--- src/rtl/core/ccfb_feedback_packet_parser_assert.svh ---
// assertion macros for the feedback packet parser
`ifndef CCFB_FEEDBACK_PACKET_PARSER_ASSERT_SVH
`define CCFB_FEEDBACK_PACKET_PARSER_ASSERT_SVH

`ifndef NO_ASSERTIONS

// same-cycle implication
`define CCFB_ASSERT_IMPL(label, clk, rst_n, ante, cons) \
  label: assert property (@(posedge clk) disable iff (!rst_n) (ante) |-> (cons)) \
    else $error("ccfb assertion failed");

// next-cycle implication
`define CCFB_ASSERT_NEXT(label, clk, rst_n, ante, cons) \
  label: assert property (@(posedge clk) disable iff (!rst_n) (ante) |=> (cons)) \
    else $error("ccfb assertion failed");

`else

`define CCFB_ASSERT_IMPL(label, clk, rst_n, ante, cons)
`define CCFB_ASSERT_NEXT(label, clk, rst_n, ante, cons)

`endif

`endif

--- src/rtl/core/ccfb_pkg.sv ---
// types and constants shared by the feedback packet parser
package ccfb_pkg;

  // parser phases
  typedef enum logic [2:0] {
    PH_IDLE   = 3'd0,
    PH_HEADER = 3'd1,
    PH_BLOCK  = 3'd2,
    PH_METRIC = 3'd3,
    PH_PAD    = 3'd4,
    PH_STAMP  = 3'd5
  } phase_e;

  // result kinds
  typedef enum logic [1:0] {
    KIND_HEADER = 2'd0,
    KIND_ENTRY  = 2'd1,
    KIND_STAMP  = 2'd2,
    KIND_ERROR  = 2'd3
  } kind_e;

  // error codes
  typedef enum logic [2:0] {
    ERR_NONE      = 3'd0,
    ERR_VERSION   = 3'd1,
    ERR_TYPE_FMT  = 3'd2,
    ERR_LENGTH    = 3'd3,
    ERR_TRUNC     = 3'd4,
    ERR_OVERRUN   = 3'd5,
    ERR_RUN_WRAP  = 3'd6
  } err_e;

  // configuration register indexes
  localparam logic [1:0] CFG_VERSION     = 2'd0;
  localparam logic [1:0] CFG_PACKET_TYPE = 2'd1;
  localparam logic [1:0] CFG_FORMAT      = 2'd2;
  localparam logic [1:0] CFG_UNAVAIL     = 2'd3;

  localparam int unsigned CfgIndexW = 2;
  localparam int unsigned CfgDataW  = 13;

  // configuration reset values
  localparam logic [1:0]  RST_VERSION     = 2'd2;
  localparam logic [7:0]  RST_PACKET_TYPE = 8'd205;
  localparam logic [4:0]  RST_FORMAT      = 5'd11;
  localparam logic [12:0] RST_UNAVAIL     = 13'h1fff;

  // one result item
  typedef struct packed {
    kind_e       kind;
    logic [31:0] ssrc;
    logic [15:0] sequence_res;
    logic        received;
    logic [1:0]  ecn;
    logic [12:0] arrival_offset;
    logic [31:0] report_time;
    logic        padding_flag;
    logic [15:0] length_words;
    err_e        error_code;
    logic        last;
  } result_t;

endpackage

--- src/rtl/core/ccfb_feedback_packet_parser.sv ---
// RTCP congestion-control feedback packet parser, one byte per transfer
//
//   channel | direction | handshake                  | payload
//   --------+-----------+----------------------------+---------------------------------
//   input   | in        | in_valid_i / in_ready_o    | packet_byte_i, packet_start_i
//   result  | out       | out_valid_o / out_ready_i  | kind_o ... last_o
//   config  | in        | cfg_we_i                   | cfg_index_i, cfg_data_i
//
// One byte per cycle sustained while the result register is not stalled: a byte sits in the input register, is parsed
// by one pass of logic and its result (if any) lands in the result register.
// Reset returns the parser to waiting for a packet start and loads the
// default expected version, type, format and unavailable code.
// A stalled result register holds the parse stage; the input register takes
// one more byte only if it is empty, and ready stays low until the result goes.
`include "ccfb_feedback_packet_parser_assert.svh"

module ccfb_feedback_packet_parser (
  input  logic                           clk_i,
  input  logic                           rst_ni,
  input  logic                           cfg_we_i,
  input  logic [ccfb_pkg::CfgIndexW-1:0] cfg_index_i,
  input  logic [ccfb_pkg::CfgDataW-1:0]  cfg_data_i,
  input  logic                           in_valid_i,
  output logic                           in_ready_o,
  input  logic [7:0]                     packet_byte_i,
  input  logic                           packet_start_i,
  output logic                           out_valid_o,
  input  logic                           out_ready_i,
  output logic [1:0]                     kind_o,
  output logic [31:0]                    ssrc_o,
  output logic [15:0]                    sequence_res_o,
  output logic                           received_o,
  output logic [1:0]                     ecn_o,
  output logic [12:0]                    arrival_offset_o,
  output logic [31:0]                    report_time_o,
  output logic                           padding_flag_o,
  output logic [15:0]                    length_words_o,
  output logic [2:0]                     error_code_o,
  output logic                           last_o
);
  import ccfb_pkg::*;

  // configuration registers
  logic [1:0]  exp_version_q;
  logic [7:0]  exp_type_q;
  logic [4:0]  exp_format_q;
  logic [12:0] unavail_q;

  // input register
  logic        in_valid_q;
  logic [7:0]  in_byte_q;
  logic        in_start_q;

  // parser state
  phase_e      phase_q, phase_d;
  logic [2:0]  pos_q, pos_d;
  logic [31:0] shift_q, shift_d;
  logic [16:0] units_q, units_d;
  logic [31:0] blk_ssrc_q, blk_ssrc_d;
  logic [15:0] begin_seq_q, begin_seq_d;
  logic [15:0] cur_seq_q, cur_seq_d;
  logic [16:0] metrics_q, metrics_d;
  logic        odd_q, odd_d;
  logic [7:0]  held_q, held_d;

  // result register
  logic        out_valid_q;
  result_t     res_q, res_d;
  logic        emit;

  logic        stage_fire;

  assign stage_fire = in_valid_q && (!out_valid_q || out_ready_i);
  assign in_ready_o = !in_valid_q || stage_fire;

  // configuration writes
  always_ff @(posedge clk_i or negedge rst_ni) begin
    if (!rst_ni) begin
      exp_version_q <= RST_VERSION;
      exp_type_q    <= RST_PACKET_TYPE;
      exp_format_q  <= RST_FORMAT;
      unavail_q     <= RST_UNAVAIL;
    end else if (cfg_we_i) begin
      case (cfg_index_i)
        CFG_VERSION:     exp_version_q <= cfg_data_i[1:0];
        CFG_PACKET_TYPE: exp_type_q    <= cfg_data_i[7:0];
        CFG_FORMAT:      exp_format_q  <= cfg_data_i[4:0];
        CFG_UNAVAIL:     unavail_q     <= cfg_data_i[12:0];
        default:         ;
      endcase
    end
  end

  // input register control
  always_ff @(posedge clk_i or negedge rst_ni) begin
    if (!rst_ni) begin
      in_valid_q <= 1'b0;
    end else if (in_ready_o) begin
      in_valid_q <= in_valid_i;
    end
  end

  // input register payload
  always_ff @(posedge clk_i) begin
    if (in_valid_i && in_ready_o) begin
      in_byte_q  <= packet_byte_i;
      in_start_q <= packet_start_i;
    end
  end

  // byte parse
  always_comb begin
    logic [2:0]  pos;
    phase_e      phase;
    logic [31:0] fs;
    logic [15:0] diff;
    logic [16:0] run;
    logic [16:0] units_sub;
    logic [16:0] units_hdr;
    logic [16:0] units_dec;
    logic [16:0] metrics_dec;
    logic [12:0] code;
    logic        rcv;
    logic        err;
    err_e        err_code;

    phase_d     = phase_q;
    pos_d       = pos_q;
    units_d     = units_q;
    blk_ssrc_d  = blk_ssrc_q;
    begin_seq_d = begin_seq_q;
    cur_seq_d   = cur_seq_q;
    metrics_d   = metrics_q;
    odd_d       = odd_q;
    held_d      = held_q;
    res_d       = '0;
    emit        = 1'b0;
    err         = 1'b0;
    err_code    = ERR_NONE;

    // packet start restarts the header
    phase = in_start_q ? PH_HEADER : phase_q;
    pos   = in_start_q ? 3'd0 : pos_q;
    fs    = {(in_start_q ? 24'd0 : shift_q[23:0]), in_byte_q};
    if (in_start_q) begin
      phase_d = PH_HEADER;
    end
    shift_d = fs;

    diff        = fs[15:0] - begin_seq_q;
    run         = {1'b0, diff} + 17'd1;
    units_sub   = units_q - 17'd4;
    units_hdr   = {begin_seq_q - 16'd2, 1'b0};
    units_dec   = units_q - 17'd1;
    metrics_dec = metrics_q - 17'd1;
    code        = {held_q[4:0], in_byte_q};
    rcv         = held_q[7] && (code != unavail_q);

    case (phase)
      PH_HEADER: begin
        pos_d = pos + 3'd1;
        if (pos == 3'd0) begin
          held_d = in_byte_q;
        end else if (pos == 3'd1) begin
          if (held_q[7:6] != exp_version_q) begin
            err      = 1'b1;
            err_code = ERR_VERSION;
          end else if (held_q[4:0] != exp_format_q || in_byte_q != exp_type_q) begin
            err      = 1'b1;
            err_code = ERR_TYPE_FMT;
          end
        end else if (pos == 3'd3) begin
          begin_seq_d = fs[15:0];
        end else if (pos == 3'd7) begin
          if (begin_seq_q < 16'd2) begin
            err      = 1'b1;
            err_code = ERR_LENGTH;
          end else begin
            emit               = 1'b1;
            res_d.kind         = KIND_HEADER;
            res_d.ssrc         = fs;
            res_d.padding_flag = held_q[5];
            res_d.length_words = begin_seq_q;
            units_d            = units_hdr;
            phase_d            = (units_hdr == 17'd0) ? PH_STAMP : PH_BLOCK;
            pos_d              = 3'd0;
            shift_d            = '0;
          end
        end
      end

      PH_BLOCK: begin
        pos_d = pos + 3'd1;
        if (pos == 3'd0 && units_q < 17'd4) begin
          err      = 1'b1;
          err_code = ERR_TRUNC;
        end else if (pos == 3'd3) begin
          blk_ssrc_d = fs;
        end else if (pos == 3'd5) begin
          begin_seq_d = fs[15:0];
        end else if (pos == 3'd7) begin
          units_d = units_sub;
          if (run[16]) begin
            err      = 1'b1;
            err_code = ERR_RUN_WRAP;
          end else if ({1'b0, units_sub} < ({1'b0, run} + {17'd0, run[0]})) begin
            err      = 1'b1;
            err_code = ERR_OVERRUN;
          end else begin
            metrics_d = run;
            odd_d     = run[0];
            cur_seq_d = begin_seq_q;
            phase_d   = PH_METRIC;
            pos_d     = 3'd0;
          end
        end
      end

      PH_METRIC: begin
        if (pos == 3'd0) begin
          held_d = in_byte_q;
          pos_d  = 3'd1;
        end else begin
          emit               = 1'b1;
          res_d.kind         = KIND_ENTRY;
          res_d.ssrc         = blk_ssrc_q;
          res_d.sequence_res = cur_seq_q;
          if (rcv) begin
            res_d.received       = 1'b1;
            res_d.ecn            = held_q[6:5];
            res_d.arrival_offset = code;
          end
          cur_seq_d = cur_seq_q + 16'd1;
          metrics_d = metrics_dec;
          units_d   = units_dec;
          pos_d     = 3'd0;
          if (metrics_dec == 17'd0) begin
            if (odd_q) begin
              phase_d = PH_PAD;
            end else begin
              phase_d = (units_dec == 17'd0) ? PH_STAMP : PH_BLOCK;
              shift_d = '0;
            end
          end
        end
      end

      PH_PAD: begin
        if (pos == 3'd0) begin
          pos_d = 3'd1;
        end else begin
          units_d = units_dec;
          odd_d   = 1'b0;
          phase_d = (units_dec == 17'd0) ? PH_STAMP : PH_BLOCK;
          pos_d   = 3'd0;
          shift_d = '0;
        end
      end

      PH_STAMP: begin
        pos_d = pos + 3'd1;
        if (pos == 3'd3) begin
          emit              = 1'b1;
          res_d.kind        = KIND_STAMP;
          res_d.report_time = fs;
          res_d.last        = 1'b1;
          phase_d           = PH_IDLE;
          pos_d             = 3'd0;
        end
      end

      default: begin
        phase_d = PH_IDLE;
        pos_d   = 3'd0;
      end
    endcase

    // error result ends the packet
    if (err) begin
      emit             = 1'b1;
      res_d            = '0;
      res_d.kind       = KIND_ERROR;
      res_d.error_code = err_code;
      res_d.last       = 1'b1;
      phase_d          = PH_IDLE;
      pos_d            = 3'd0;
    end
  end

  // parser state registers
  always_ff @(posedge clk_i or negedge rst_ni) begin
    if (!rst_ni) begin
      phase_q     <= PH_IDLE;
      pos_q       <= '0;
      shift_q     <= '0;
      units_q     <= '0;
      blk_ssrc_q  <= '0;
      begin_seq_q <= '0;
      cur_seq_q   <= '0;
      metrics_q   <= '0;
      odd_q       <= 1'b0;
      held_q      <= '0;
    end else if (stage_fire) begin
      phase_q     <= phase_d;
      pos_q       <= pos_d;
      shift_q     <= shift_d;
      units_q     <= units_d;
      blk_ssrc_q  <= blk_ssrc_d;
      begin_seq_q <= begin_seq_d;
      cur_seq_q   <= cur_seq_d;
      metrics_q   <= metrics_d;
      odd_q       <= odd_d;
      held_q      <= held_d;
    end
  end

  // result register control
  always_ff @(posedge clk_i or negedge rst_ni) begin
    if (!rst_ni) begin
      out_valid_q <= 1'b0;
    end else if (stage_fire) begin
      out_valid_q <= emit;
    end else if (out_ready_i) begin
      out_valid_q <= 1'b0;
    end
  end

  // result register payload
  always_ff @(posedge clk_i) begin
    if (stage_fire && emit) begin
      res_q <= res_d;
    end
  end

  // outputs
  assign out_valid_o      = out_valid_q;
  assign kind_o           = res_q.kind;
  assign ssrc_o           = res_q.ssrc;
  assign sequence_res_o   = res_q.sequence_res;
  assign received_o       = res_q.received;
  assign ecn_o            = res_q.ecn;
  assign arrival_offset_o = res_q.arrival_offset;
  assign report_time_o    = res_q.report_time;
  assign padding_flag_o   = res_q.padding_flag;
  assign length_words_o   = res_q.length_words;
  assign error_code_o     = res_q.error_code;
  assign last_o           = res_q.last;

  // checks
  `CCFB_ASSERT_IMPL(a_metric_count, clk_i, rst_ni, phase_q == PH_METRIC, metrics_q != 17'd0)
  `CCFB_ASSERT_IMPL(a_pad_pending, clk_i, rst_ni, phase_q == PH_PAD, odd_q)
  `CCFB_ASSERT_IMPL(a_units_cover, clk_i, rst_ni, phase_q == PH_METRIC, units_q >= metrics_q)
  `CCFB_ASSERT_IMPL(a_last_kind, clk_i, rst_ni, out_valid_q && res_q.last, res_q.kind == KIND_STAMP || res_q.kind == KIND_ERROR)
  `CCFB_ASSERT_NEXT(a_no_result, clk_i, rst_ni, stage_fire && !emit, !out_valid_q)

endmodule
--- config.mk ---
export PLATFORM = sky130hd
export DESIGN_NAME = ccfb_feedback_packet_parser
export DESIGN_NICKNAME = d
export VERILOG_FILES = /design/src/rtl/core/ccfb_pkg.sv /design/src/rtl/core/ccfb_feedback_packet_parser.sv
export VERILOG_INCLUDE_DIRS = /design/src /design/src/rtl/core
export SDC_FILE = /design/constraint.sdc
export NUM_CORES = 1
export LEC_CHECK = 0
export BUFFER_PORTS_ARGS = -buffer_cell sky130_fd_sc_hd__buf_4
export CAP_MARGIN = 0
export CORE_MARGIN = 10
export CORE_UTILIZATION = 30
export CTS_BUF_LIST = sky130_fd_sc_hd__clkbuf_8
export CTS_CLUSTER_DIAMETER = 30
export DETAILED_ROUTE_END_ITERATION = 16
export PLACE_DENSITY_LB_ADDON = 0.3
export SKIP_LAST_GASP = 1
export SLEW_MARGIN = 20
export SYNTH_ARGS = -nofsm -noshare
export SYNTH_HDL_FRONTEND = slang
export SYNTH_SLANG_ARGS = --single-unit
export TNS_END_PERCENT = 1
--- constraint.sdc ---
create_clock -name clk_i -period 13.3 [get_ports clk_i]
set_clock_uncertainty 0.05 [all_clocks]
set_input_delay 2.66 -clock clk_i [delete_from_list [all_inputs] [get_ports clk_i]]
set_output_delay 2.66 -clock clk_i [all_outputs]
set_load 0.005 [all_outputs]
## After elaboration in Yosys (flattened, before gate mapping)

Cells that the tools add are included.

- Equal/unequal tests: 32
- $lt $le $gt $ge: 3
- Reductions and logical operators: 36
- Muxes and demuxes: 140
- Bitwise logic cells: 7
- Add/subtract/negate cells: 9

Operators by type and width:

| kind | number |
|---|---|
| $mux W17 | 17 |
| $mux W24 | 10 |
| $mux W16 | 14 |
| $mux W32 | 5 |
| $mux W3 | 42 |
| $pmux W24 S3 | 1 |
| $mux W65 | 1 |
| $pmux W16 S2 | 2 |
| $pmux W32 S2 | 1 |
| $pmux W17 S3 | 1 |
| $logic_not A17 Y1 | 2 |
| $pmux W17 S2 | 1 |
| $sub A17 B1 Y17 const B | 2 |
| $mux W1 | 32 |
| $ne A2 B2 Y1 const B | 16 |
| $add A17 B1 Y18 | 1 |
| $lt A17 B18 Y1 | 1 |
| $reduce_and A9 Y1 | 2 |
| $add A16 B1 Y17 const B | 1 |
| $lt A17 B3 Y1 const B | 1 |
| $sub A17 B3 Y17 const B | 1 |
| $add A16 B1 Y16 const B | 1 |
| $logic_not A16 Y1 | 1 |
| $lt A16 B2 Y1 const B | 1 |
| 36 further kinds | 70 |

- Logic and storage cells: 256
- Bits of input ports: 29
- Bits in registers: 295
- Output and inout port bits: 121

## Depth between registers and ports, before layout

Gate-level depths: netlist of run 1.

- Depth in word-level cells: 14
- Mapped depth: 25
- Gate-level depth less buffers: 24

## Worst setup path after synthesis of run 1

OpenSTA, ideal clock, no wires.

- Kind: flip-flop to flip-flop
- From: reg in_byte_q[0]
- To: reg res_q, in the netlist arrival_offset_o[0], enable pin
- Setup time: 0.599 ns
- Buffers on the path: 0
- Path slack: 3.062 ns
- Arrival: 9.589 ns
- Stages on the path, launching flop included: 24
- Required time: 12.651 ns
- Period minus slack after synthesis: 10.238 ns
- Cells stage by stage: edfxtp_1 inv_1 ha_1 inv_1 fa_1 a21o_1 a221oi_1 xnor2_1 nand3_1 nand4bb_1 nor3b_1 xnor2_1 nor3b_1 nand3_1 xor2_1 ha_1 a21o_1 a21oi_1 o21ai_0 a21oi_1 a211oi_2 o211ai_1 nor3_1 nor2_1

- Cells in the longest elaborated chain, start to end: 13
- Elaborated cells on any way between the ends: 19
- Classes of those cells: add/sub (3); order compare (1); eq/ne (1); mux (12); reduce/logical (2)

Ends and longest elaborated chain:

| what | line | source |
|---|---|---|
| start: declaration | ccfb_feedback_packet_parser.sv:51 | `logic [7:0] in_byte_q;` |
| start signal: assignment | ccfb_feedback_packet_parser.sv:106 | `in_byte_q <= packet_byte_i;` |
| $sub A16 B16 Y16 | ccfb_feedback_packet_parser.sv:150 | `diff = fs[15:0] - begin_seq_q;` |
| $add A16 B1 Y17 | ccfb_feedback_packet_parser.sv:151 | `run = {1'b0, diff} + 17'd1;` |
| $add A17 B1 Y18 | ccfb_feedback_packet_parser.sv:206 | `end else if ({1'b0, units_sub} < ({1'b0, run} + {17'd0, run[0]})) begin` |
| $lt A17 B18 Y1 | ccfb_feedback_packet_parser.sv:206 |  |
| $mux W1 | ccfb_feedback_packet_parser.sv:206 |  |
| $mux W1 | ccfb_feedback_packet_parser.sv:203 | `if (run[16]) begin` |
| $mux W1 | ccfb_feedback_packet_parser.sv:201 | `end else if (pos == 3'd7) begin` |
| $mux W1 | ccfb_feedback_packet_parser.sv:199 | `end else if (pos == 3'd5) begin` |
| $mux W1 | ccfb_feedback_packet_parser.sv:197 | `end else if (pos == 3'd3) begin` |
| $mux W1 | ccfb_feedback_packet_parser.sv:194 | `if (pos == 3'd0 && units_q < 17'd4) begin` |
| $pmux W1 S2 (*) | ccfb_feedback_packet_parser.sv:159 | `case (phase)` |
| $mux W1 (*) | ccfb_feedback_packet_parser.sv:279 | `if (err) begin` |
| $logic_and A1 B1 Y1 (*) | ccfb_feedback_packet_parser.sv:330 | `if (stage_fire && emit) begin` |
| end signal: assignment | ccfb_feedback_packet_parser.sv:331 | `res_q <= res_d;` |
| end: declaration | ccfb_feedback_packet_parser.sv:68 | `result_t res_q, res_d;` |

Mark *: on every way between the ends. The rest lies on a longest branch, timed or not.
A chain may end at the register's enable or synchronous reset.

## Worst setup path in the final report of run 1

- From: reg in_byte_q[0]
- To: reg res_q, in the netlist sequence_res_o[13], enable pin

The elaborated chain is that of the path after synthesis.

==> results of run 1 <==
flip-flops by register name, summed over array words and instances, names as in the netlist, 3 cells and up:
signal / cells
in_byte_q: 8
phase_q: 3
exp_type_q: 8
pos_q: 3
sequence_res_o: 16
cur_seq_q: 16
error_code_o: 3
unavail_q: 13
ssrc_o: 32
units_q: 17
report_time_o: 32
metrics_q: 17
exp_format_q: 5
held_q: 8
shift_q: 24
length_words_o: 16
begin_seq_q: 16
arrival_offset_o: 13
blk_ssrc_q: 32
final timing paths:
| path | slack, ns | depth (start not counted) | start | endpoint |
|---|---|---|---|---|
| worst max-delay path | 5.78 | 24 | in_byte_q[0] | sequence_res_o[13] |
| worst max register to register | 5.78 | 24 | in_byte_q[0] | sequence_res_o[13] |
| worst min register to register | 0.43 | 2 | shift_q[17] | shift_q[17] |
| min in group asynchronous | 2.11 | 1 | rst_ni | metrics_q[4] |
| max in group asynchronous | 9.47 | 2 | rst_ni | cur_seq_q[3] |
| worst min-delay path | 0.43 | 2 | shift_q[17] | shift_q[17] |
cell type report:
class,instances,share of cell area (%)
diodes,2,0.0260
clock buffers,81,5.79
clock inverters,56,2.92
inverters,48,0.935
multi-input cells,1134,37.3
flip-flops and latches,295,41.8
well taps,680,4.42
repair buffers,169,6.78
synth_stat cells, types with 8 or more instances:
| library cell | count | area [µm²] |
|---|---|---|
| sky130_fd_sc_hd__a22o_1 | 19 | 166 |
| sky130_fd_sc_hd__a211oi_1 | 9 | 67.6 |
| sky130_fd_sc_hd__dfrtp_1 | 145 | 3630 |
| sky130_fd_sc_hd__nor2_1 | 126 | 473 |
| sky130_fd_sc_hd__clkbuf_1 | 65 | 244 |
| sky130_fd_sc_hd__a21oi_1 | 69 | 345 |
| sky130_fd_sc_hd__o21ai_1 | 22 | 110 |
| sky130_fd_sc_hd__nor3b_1 | 8 | 60.1 |
| sky130_fd_sc_hd__xnor2_1 | 63 | 552 |
| sky130_fd_sc_hd__or3_1 | 8 | 50.1 |
| sky130_fd_sc_hd__mux2_2 | 46 | 518 |
| sky130_fd_sc_hd__xor2_1 | 35 | 307 |
| sky130_fd_sc_hd__inv_1 | 46 | 173 |
| sky130_fd_sc_hd__o211ai_1 | 9 | 67.6 |
| sky130_fd_sc_hd__and2_1 | 28 | 175 |
| sky130_fd_sc_hd__a21o_1 | 8 | 60.1 |
| sky130_fd_sc_hd__o22ai_1 | 12 | 75.1 |
| sky130_fd_sc_hd__nor2b_1 | 12 | 75.1 |
| sky130_fd_sc_hd__and3_1 | 43 | 269 |
| sky130_fd_sc_hd__nand3_1 | 30 | 150 |
| sky130_fd_sc_hd__edfxtp_1 | 128 | 3840 |
| sky130_fd_sc_hd__nand2_1 | 188 | 706 |
| sky130_fd_sc_hd__nand2b_1 | 17 | 106 |
| sky130_fd_sc_hd__dfstp_2 | 22 | 578 |
| sky130_fd_sc_hd__nor3_1 | 36 | 180 |
| sky130_fd_sc_hd__a31oi_1 | 10 | 62.6 |
| sky130_fd_sc_hd__o21ai_0 | 148 | 741 |
| sky130_fd_sc_hd__nor4_1 | 16 | 100 |
| sky130_fd_sc_hd__ha_1 | 45 | 563 |
| sky130_fd_sc_hd__nand4_1 | 13 | 81.3 |
through the flow:
step / instances / utilization, %
after global placement: 2324 / 34.0
after global routing: 2464 / 37.3
after CTS: 2461 / 37.2
final: 2465 / 37.3
after detailed placement: 2324 / 34.0
after floorplan: 1561 / -
where the power goes:
part | leakage (nW) | switching [mW] | internal (mW)
logic | 3.88 | 0.441 | 0.304
clock network | 0.873 | 0.477 | 0.749
registers | 3.35 | 0.140 | 1.06
total | 8.10 | 1.06 | 2.11
metal layers:
layer	vias up	track usage, %	routed length, µm
li1	5967	-	-
met1	6228	21.7	23200
met2	460	22.5	21800
met3	65	3.62	3140
met4	0	4.85	967
met5	-	0	0
tightest hold or removal path: stages (launching register included):
cell and delay, ns:
sky130_fd_sc_hd__dfrtp_1 0.34, sky130_fd_sc_hd__nand2_1 0.04, sky130_fd_sc_hd__o21ai_0 0.06
kinds of logic after synthesis:
logic type / count (synthesis) / synth area share (%)
buffers and inverters: 132 / 3.35
AOI/OAI and AO/OA: 376 / 15.0
adders and majority gates: 46 / 3.70
DFF: 295 / 51.1
xor gates and xnor gates: 99 / 5.55
and+or+nand+nor: 563 / 17.7
muxes: 50 / 3.61
==> flow_summary.json, run 1 <==
{
  "longest_individual_stage_delay_on_the_worst_path_ns": 0.82,
  "grt_antenna_before_repair": 1,
  "die_area_um2": 62100,
  "share_of_synthesized_area_occupied_by_flip_flops_and_latches_pct": 51.1,
  "timing.critical_path.required_ns": 13.49,
  "nFillCells": 5128,
  "grt_first_pass_wirelength_um": 75400,
  "leakage_nw": 8.10,
  "hold-worst-slack_ns": 0.426,
  "route.detailed.vias_per_inst": 5.16,
  "endpoint_kind": "register",
  "slew-limit-headroom_pct": 33.1,
  "netlist-cell-type-count": 91,
  "dr_total_vias": 12720,
  "drive_above_1_share_pct": 21.9,
  "clock-sinks": 295,
  "syn_area_per_cell_um2": 10.1,
  "final_cell_mix": "187 x sky130_fd_sc_hd__nand2_1, 166 x sky130_fd_sc_hd__buf_4, 148 x sky130_fd_sc_hd__o21ai_0",
  "pin_count_of_the_biggest_net_entering_global_routing": 96,
  "total_congestion_overflow": 0,
  "core_area_um2": 51600,
  "routed_wl_per_cell_um": 19.9,
  "synth-edff-count": 128,
  "hold_buffers_post_cts": 0,
  "cts.repair.resized": 0,
  "cts.path.max_buffers": 3,
  "worst_path_max_delay_cell": "sky130_fd_sc_hd__buf_4",
  "ios": 150,
  "vdd.ir_drop.worst_mv": 0.0726,
  "maxCapViolCount": 0,
  "cpLargestDelayFamily": "simple AND/OR/NAND/NOR gates",
  "drtIter0Drc": 1025,
  "post-route-cell-area_um2": 19300,
  "clk-insertion-delay-late_ns": 0.64,
  "gp_routability_congestion": 0.897,
  "tritoncts": "built",
  "critPathBufInv": 3,
  "synthesis.yosys.warnings": 0,
  "cts_root_buf": "sky130_fd_sc_hd__clkbuf_8",
  "totalPowerFinal_mw": 3.17,
  "post-route-period-util_pct": 56.5,
  "postSynth.topFlopCell": "sky130_fd_sc_hd__dfrtp_1",
  "ys_seq_elements": 295,
  "mostFrequentLayoutCell": "sky130_fd_sc_hd__nand2_1",
  "criticalPathCategory": "register to register",
  "worstHoldPathType": "register to register",
  "area.sequential_um2": 8050,
  "path_clk_slew_ns": 0.05,
  "cts_setup_buffers": 0,
  "io_buffer_count": 149,
  "fin_ws_ns": 5.78,
  "rsz0062_at_grt": "false",
  "synthesis.area_um2": 15700,
  "final.min_clock_period_ns": 7.52,
  "setup_violating_endpoint_count_in_the_final_report": 0,
  "critical_path_arrival_ns": 7.71,
  "via_count_of_the_first_global_routing_pass": 12374,
  "route.detailed.drc": 0,
  "crit_path_max_fanout": 80,
  "placement.setup.worst_slack_ns": 5.20,
  "timing.critical_path.from_type": "register",
  "syn-instance-count": 1561,
  "finalHoldViolCount": 0,
  "postSynth.asyncResetShare_pct": 56.6,
  "power_density_nw_per_um2": 165,
  "total_area_of_multi_input_combinational_cells_um2": 7190,
  "placement_cell_area_um2": 17500,
  "synthToLayoutAreaGrowth_pct": 22.3,
  "placementRows": 83,
  "fin_setup_tns_ns": 0,
  "drt-total-wl_um": 49200,
  "fmax_mhz": 133,
  "first_pass_iters": 5,
  "initial_utilization_pct": 30.5,
  "worstPathCellList": "inv_1 > ha_1 > inv_1 > fa_1 > a21o_1 > a221oi_1 > xnor2_1 > nand3_1 > nor3_1 > nor4bb_1 > xnor2_1 > nor3b_1 > nand3_1 > xor2_1 > ha_1 > a21o_1 > a21oi_1 > o21ai_0 > a21oi_1 > a211oi_2 > o211ai_1 > nor3_1 > nor2_4 > buf_4",
  "max_slew.worst_pin.slew_ns": 1.00,
  "antenna_left": 0,
  "clock_tree.htree_level_count": 3,
  "die_h_um": 249,
  "gr-usage-all-layers_pct": 15.3,
  "outcome": "complete, no violations",
  "synth_fp_nets": 1636,
  "die_w_um": 249,
  "layout.nets": 1798,
  "cts_made_buffers": 75,
  "slew_violations": 0,
  "dp_hpwl_um": 34900
}
No activity file was read; power rests on OpenSTA's default activity.
==> inputs of run 2 (changes only) <==
==> constraint.sdc (replaced) <==
create_clock -name clk_i -period 6.5 [get_ports clk_i]
set_clock_uncertainty 0.05 [all_clocks]
set_input_delay 1.3 -clock clk_i [delete_from_list [all_inputs] [get_ports clk_i]]
set_output_delay 1.3 -clock clk_i [all_outputs]
set_load 0.005 [all_outputs]
==> flow_summary.json, run 2 (synthesis gave the netlist of run 1 again) <==
{
  "rsz0062_at_grt": "false",
  "area.sequential_um2": 8050,
  "numPlacedInstances": 2346,
  "drive_above_1_share_pct": 23.9,
  "tritoncts": "built",
  "endpoint_kind": "register",
  "core_area_um2": 51600,
  "drtIter0Drc": 1098,
  "via_count_of_the_first_global_routing_pass": 12608,
  "leakage_nw": 8.28,
  "pin_count_of_the_biggest_net_entering_global_routing": 74,
  "critical_path_arrival_ns": 6.28,
  "clk-insertion-delay-late_ns": 0.63,
  "final_core_util_pct": 37.9,
  "total_congestion_overflow": 0,
  "post-route-period-util_pct": 92.7,
  "grt_first_pass_wirelength_um": 75300,
  "slew_violations": 0,
  "slew-limit-headroom_pct": 25.2,
  "met2_wirelength_um": 21600,
  "routed_wl_per_cell_um": 19.7,
  "synthToLayoutAreaGrowth_pct": 24.2,
  "cts_made_buffers": 71,
  "path_clk_slew_ns": 0.06,
  "route.detailed.vias_per_inst": 5.13,
  "io_buffer_count": 149,
  "gr-usage-all-layers_pct": 15.3,
  "setup_violating_endpoint_count_in_the_final_report": 0,
  "cts_root_buf": "sky130_fd_sc_hd__clkbuf_8",
  "grt_antenna_before_repair": 2,
  "worstHoldPathType": "register to register",
  "final.min_clock_period_ns": 6.03,
  "final_cell_count_no_fill": 2480,
  "total_area_of_multi_input_combinational_cells_um2": 7320,
  "die_w_um": 249,
  "clock-sinks": 295,
  "gp_routability_congestion": 0.973,
  "timing.critical_path.required_ns": 6.75,
  "antenna_left": 0,
  "first_pass_iters": 6,
  "die_area_um2": 62100,
  "dr_total_vias": 12715,
  "met3_length_um": 3230,
  "dp_hpwl_um": 35400,
  "hold_buffers_post_cts": 0,
  "vdd.ir_drop.worst_mv": 0.147,
  "drt-total-wl_um": 48900,
  "die_h_um": 249,
  "initial_utilization_pct": 30.5,
  "hold-worst-slack_ns": 0.429,
  "finalHoldViolCount": 0,
  "placementRows": 83,
  "ios": 150,
  "final_cell_mix": "187 x sky130_fd_sc_hd__nand2_1, 184 x sky130_fd_sc_hd__buf_4, 147 x sky130_fd_sc_hd__o21ai_0",
  "nFillCells": 5146,
  "maxCapViolCount": 0,
  "outcome": "complete, no violations",
  "routed.top_layer": "met4",
  "totalPowerFinal_mw": 6.53,
  "clock_tree.htree_level_count": 3,
  "power_density_nw_per_um2": 334,
  "timing.critical_path.from_type": "register",
  "route.detailed.drc": 0,
  "cts.path.max_buffers": 3,
  "criticalPathCategory": "register to register",
  "fmax_mhz": 166,
  "crit_path_max_fanout": 49,
  "fin_setup_tns_ns": 0,
  "wl_met1_um": 23400,
  "max_slew.worst_pin.slew_ns": 1.12,
  "layout.nets": 1815,
  "mostFrequentLayoutCell": "sky130_fd_sc_hd__nand2_1"
}
==> run 2: cell count changes in the layout (fill, tap and decap cells not counted), moves of 5 or more <==
cell,delta
sky130_fd_sc_hd__clkinv_2,+7
sky130_fd_sc_hd__xnor2_2,+5
sky130_fd_sc_hd__buf_4,+18
sky130_fd_sc_hd__xnor2_1,-5
sky130_fd_sc_hd__clkinvlp_4,-6
sky130_fd_sc_hd__inv_1,-6
==> run 2: worst paths after layout <==
check,start,end,slack [ns],cells past startpoint
worst max-delay path,in_start_q,ssrc_o[28],0.47,24
worst min-delay path,blk_ssrc_q[11],blk_ssrc_q[11],0.43,2
worst max register to register,in_start_q,ssrc_o[28],0.47,24
worst min register to register,blk_ssrc_q[11],blk_ssrc_q[11],0.43,2
max in group asynchronous,rst_ni,shift_q[19],4.70,2
min in group asynchronous,rst_ni,begin_seq_q[0],0.50,1
==> run 2: layer usage <==
metal / up-vias / GRT usage [%]
met5: - / 0
met4: 0 / 4.30
met3: 47 / 3.46
met2: 397 / 22.7
met1: 6273 / 21.6
li1: 5998 / -
==> run 2: worst max-delay path: stages (launching register included) <==
cell and delay [ns]:
sky130_fd_sc_hd__edfxtp_1 0.43, sky130_fd_sc_hd__inv_2 0.28, sky130_fd_sc_hd__nand2_2 0.16, sky130_fd_sc_hd__inv_2 0.13, sky130_fd_sc_hd__ha_1 0.29, sky130_fd_sc_hd__a21oi_1 0.34, sky130_fd_sc_hd__nand2b_1 0.15, sky130_fd_sc_hd__o31ai_1 0.10
sky130_fd_sc_hd__nor4b_4 0.43, sky130_fd_sc_hd__nand4bb_4 0.21, sky130_fd_sc_hd__nor3b_2 0.30, sky130_fd_sc_hd__xnor2_2 0.19, sky130_fd_sc_hd__nor3b_2 0.23, sky130_fd_sc_hd__nand3_1 0.11, sky130_fd_sc_hd__xor2_1 0.17, sky130_fd_sc_hd__ha_1 0.30
sky130_fd_sc_hd__a21o_1 0.16, sky130_fd_sc_hd__a21oi_1 0.17, sky130_fd_sc_hd__o21ai_1 0.12, sky130_fd_sc_hd__a21oi_2 0.27, sky130_fd_sc_hd__a211oi_2 0.11, sky130_fd_sc_hd__o211ai_1 0.28, sky130_fd_sc_hd__nor3_2 0.10, sky130_fd_sc_hd__nor2_4 0.26
sky130_fd_sc_hd__buf_12 0.29
==> run 2: timing repair <==
| item | in CTS | in global routing |
|---|---|---|
| setup buffers | 0 | 0 |
| resized for setup | 0 | 1 |
| setup endpoints to repair | 0 | 117 |
==> run 2: where the power goes <==
group | switching (mW) | internal [mW] | leakage [nW]
combinational | 0.946 | 0.648 | 4.06
sequential | 0.278 | 2.17 | 3.35
clock | 0.926 | 1.57 | 0.878
==> run 2: area by class of cell <==
cell class	instances	area share (%)
tap	680	4.35
antenna	1	0.0128
timing repair buffer	190	7.63
sequential	295	41.2
inverter	48	0.922
clock inverter	50	2.68
clock buffer	82	5.77
multi-input combinational	1134	37.5
==> run 2: through the flow <==
stage / instance area, µm² / setup slack, ns
floorplan: 15900 / -0.193
global placement: 17900 / 0.438
detailed placement: 17900 / 0.394
CTS: 19500 / 0.376
global route: 19600 / 0.0379
finish: 19600 / 0.473
==> inputs of run 3 (changes only) <==
--- a/config.mk
+++ b/config.mk
@@ -6,7 +6,7 @@
 export SDC_FILE = /design/constraint.sdc
 export NUM_CORES = 1
 export LEC_CHECK = 0
-export BUFFER_PORTS_ARGS = -buffer_cell sky130_fd_sc_hd__buf_4
+export BUFFER_PORTS_ARGS = -buffer_cell sky130_fd_sc_hd__buf_2
 export CAP_MARGIN = 0
 export CORE_MARGIN = 10
 export CORE_UTILIZATION = 30
==> flow_summary.json, run 3 (synthesis gave the netlist of run 1 again) <==
{
  "numPlacedInstances": 2344,
  "synthToLayoutAreaGrowth_pct": 21.1,
  "worstPathCellList": "inv_2 > nand2_1 > inv_1 > ha_1 > a21o_1 > a21o_1 > nor3b_1 > mux2_4 > o22ai_2 > nor4_4 > xnor2_1 > nand3_1 > xor2_1 > ha_1 > a21o_1 > a21oi_1 > o21ai_1 > a21oi_2 > a211oi_2 > o211ai_1 > nor3_2 > nor2_4 > buf_12",
  "antenna_left": 0,
  "drive_above_1_share_pct": 23.6,
  "layout.nets": 1813,
  "nFillCells": 5170,
  "timing.critical_path.required_ns": 6.74,
  "endpoint_kind": "register",
  "die_w_um": 249,
  "clock_tree.htree_level_count": 3,
  "io_buffer_count": 149,
  "drt-total-wl_um": 49400,
  "fmax_mhz": 166,
  "grt_first_pass_wirelength_um": 77400,
  "grt_antenna_before_repair": 2,
  "crit_path_frequent_cell": "sky130_fd_sc_hd__a21o_1",
  "longest_individual_stage_delay_on_the_worst_path_ns": 0.47,
  "mostFrequentLayoutCell": "sky130_fd_sc_hd__nand2_1",
  "dp_hpwl_um": 35800,
  "ios": 150,
  "worstHoldPathType": "register to register",
  "clock-sinks": 295,
  "worst_path_max_delay_cell": "sky130_fd_sc_hd__nor4_4",
  "finalHoldViolCount": 0,
  "placementRows": 83,
  "fin_ws_ns": 0.487,
  "via_count_of_the_first_global_routing_pass": 12884,
  "die_area_um2": 62100,
  "core_area_um2": 51600,
  "total_congestion_overflow": 0,
  "rr_startpoint": "in_start_q",
  "first_pass_iters": 5,
  "gr-usage-all-layers_pct": 15.7,
  "criticalPathCategory": "register to register",
  "vdd.ir_drop.worst_mv": 0.126,
  "setup_violating_endpoint_count_in_the_final_report": 0,
  "leakage_nw": 8.16,
  "final_cell_count_no_fill": 2478,
  "outcome": "complete, no violations",
  "maxCapViolCount": 0,
  "timing.reg2reg.worst_path_depth": 23,
  "placement.setup.worst_slack_ns": 0.372,
  "power_density_nw_per_um2": 337,
  "rsz0062_at_grt": "false",
  "timing.critical_path.from_type": "register",
  "crit_path_max_fanout": 65,
  "cts_root_buf": "sky130_fd_sc_hd__clkbuf_8",
  "critical_path_arrival_ns": 6.25,
  "slew_violations": 0,
  "path_clk_slew_ns": 0.06,
  "max_slew.worst_pin.slew_ns": 0.991,
  "routed_wl_per_cell_um": 19.9,
  "drtIter0Drc": 1065,
  "die_h_um": 249,
  "holdCritStartpoint": "shift_q[9]",
  "crit_path_start": "in_start_q",
  "gp_routability_congestion": 0.925,
  "cts.path.max_buffers": 3,
  "hold_buffers_post_cts": 0,
  "route.detailed.vias_per_inst": 5.14,
  "final_cell_mix": "187 x sky130_fd_sc_hd__nand2_1, 148 x sky130_fd_sc_hd__buf_2, 147 x sky130_fd_sc_hd__o21ai_0",
  "final.min_clock_period_ns": 6.01,
  "dr_total_vias": 12740,
  "route.detailed.drc": 0,
  "worstHoldPathCells": 2,
  "post-route-period-util_pct": 92.5,
  "pin_count_of_the_biggest_net_entering_global_routing": 70,
  "slew-limit-headroom_pct": 33.0,
  "initial_utilization_pct": 30.5,
  "tritoncts": "built",
  "cts_made_buffers": 71,
  "clk-insertion-delay-late_ns": 0.64,
  "reg2reg_setup_slack_ns": 0.49
}
-- run 3: final timing paths --
kind | endpoint
worst min-delay path | shift_q[9]
min in group asynchronous | exp_format_q[4]
worst min register to register | shift_q[9]
worst max register to register | length_words_o[12]
max in group asynchronous | metrics_q[15]
worst max-delay path | length_words_o[12]
-- run 3: stage by stage --
step | power [mW] | TNS (ns) | area (µm²) | hold WS, ns | util [%]
after CTS | 6.48 | 0 | 19000 | 0.432 | 36.9
after global placement | 4.01 | 0 | 17500 | 0.411 | 33.8
after detailed placement | 4.04 | 0 | 17500 | 0.420 | 33.8
after floorplan | 3.55 | -22.92 | 15900 | 0.400 | -
after global routing | 6.80 | 0 | 19100 | 0.450 | 37.0
final | 6.44 | 0 | 19100 | 0.430 | 37.0
-- run 3: power breakdown --
group / leakage [nW] / internal [mW] / switching [mW]
sequential: 3.35 / 2.17 / 0.277
clock: 0.863 / 1.49 / 0.923
combinational: 3.96 / 0.639 / 0.945
total: 8.16 / 4.29 / 2.14
-- run 3: layout make-up --
cell class,count,area (µm²),area share [%]
sequential,295,8050,42.2
tap,680,851,4.46
antenna,2,5.00,0.0262
multi-input combinational,1134,7320,38.4
clock buffer,79,1090,5.70
clock inverter,52,487,2.55
inverter,48,180,0.945
timing repair buffer,188,1090,5.71
-- run 3: routing by layer --
layer / global-route usage [%] / part of all wire [%] / vias up
met4: 5.39 / 2.7 / 0
met3: 3.70 / 6.4 / 89
met5: 0 / 0 / -
met1: 21.7 / 47 / 6223
met2: 23.5 / 44 / 436
li1: - / - / 5992
-- run 3: repair_timing --
action | 4_1_cts | 5_1_grt
resized for setup | 0 | 1
setup buffers | 0 | 0
endpoints found under the setup margin | 0 | 88
-- run 3: critical path, delay by kind of cell (launching register included) --
family          cells  cell delay (ns)
compound gates      9             1.66
xor+xnor            2             0.45
fa+ha+maj           2             0.65
buf+inv             3             0.69
flops               1             0.43
mux                 1             0.22
simple gates        6             1.42
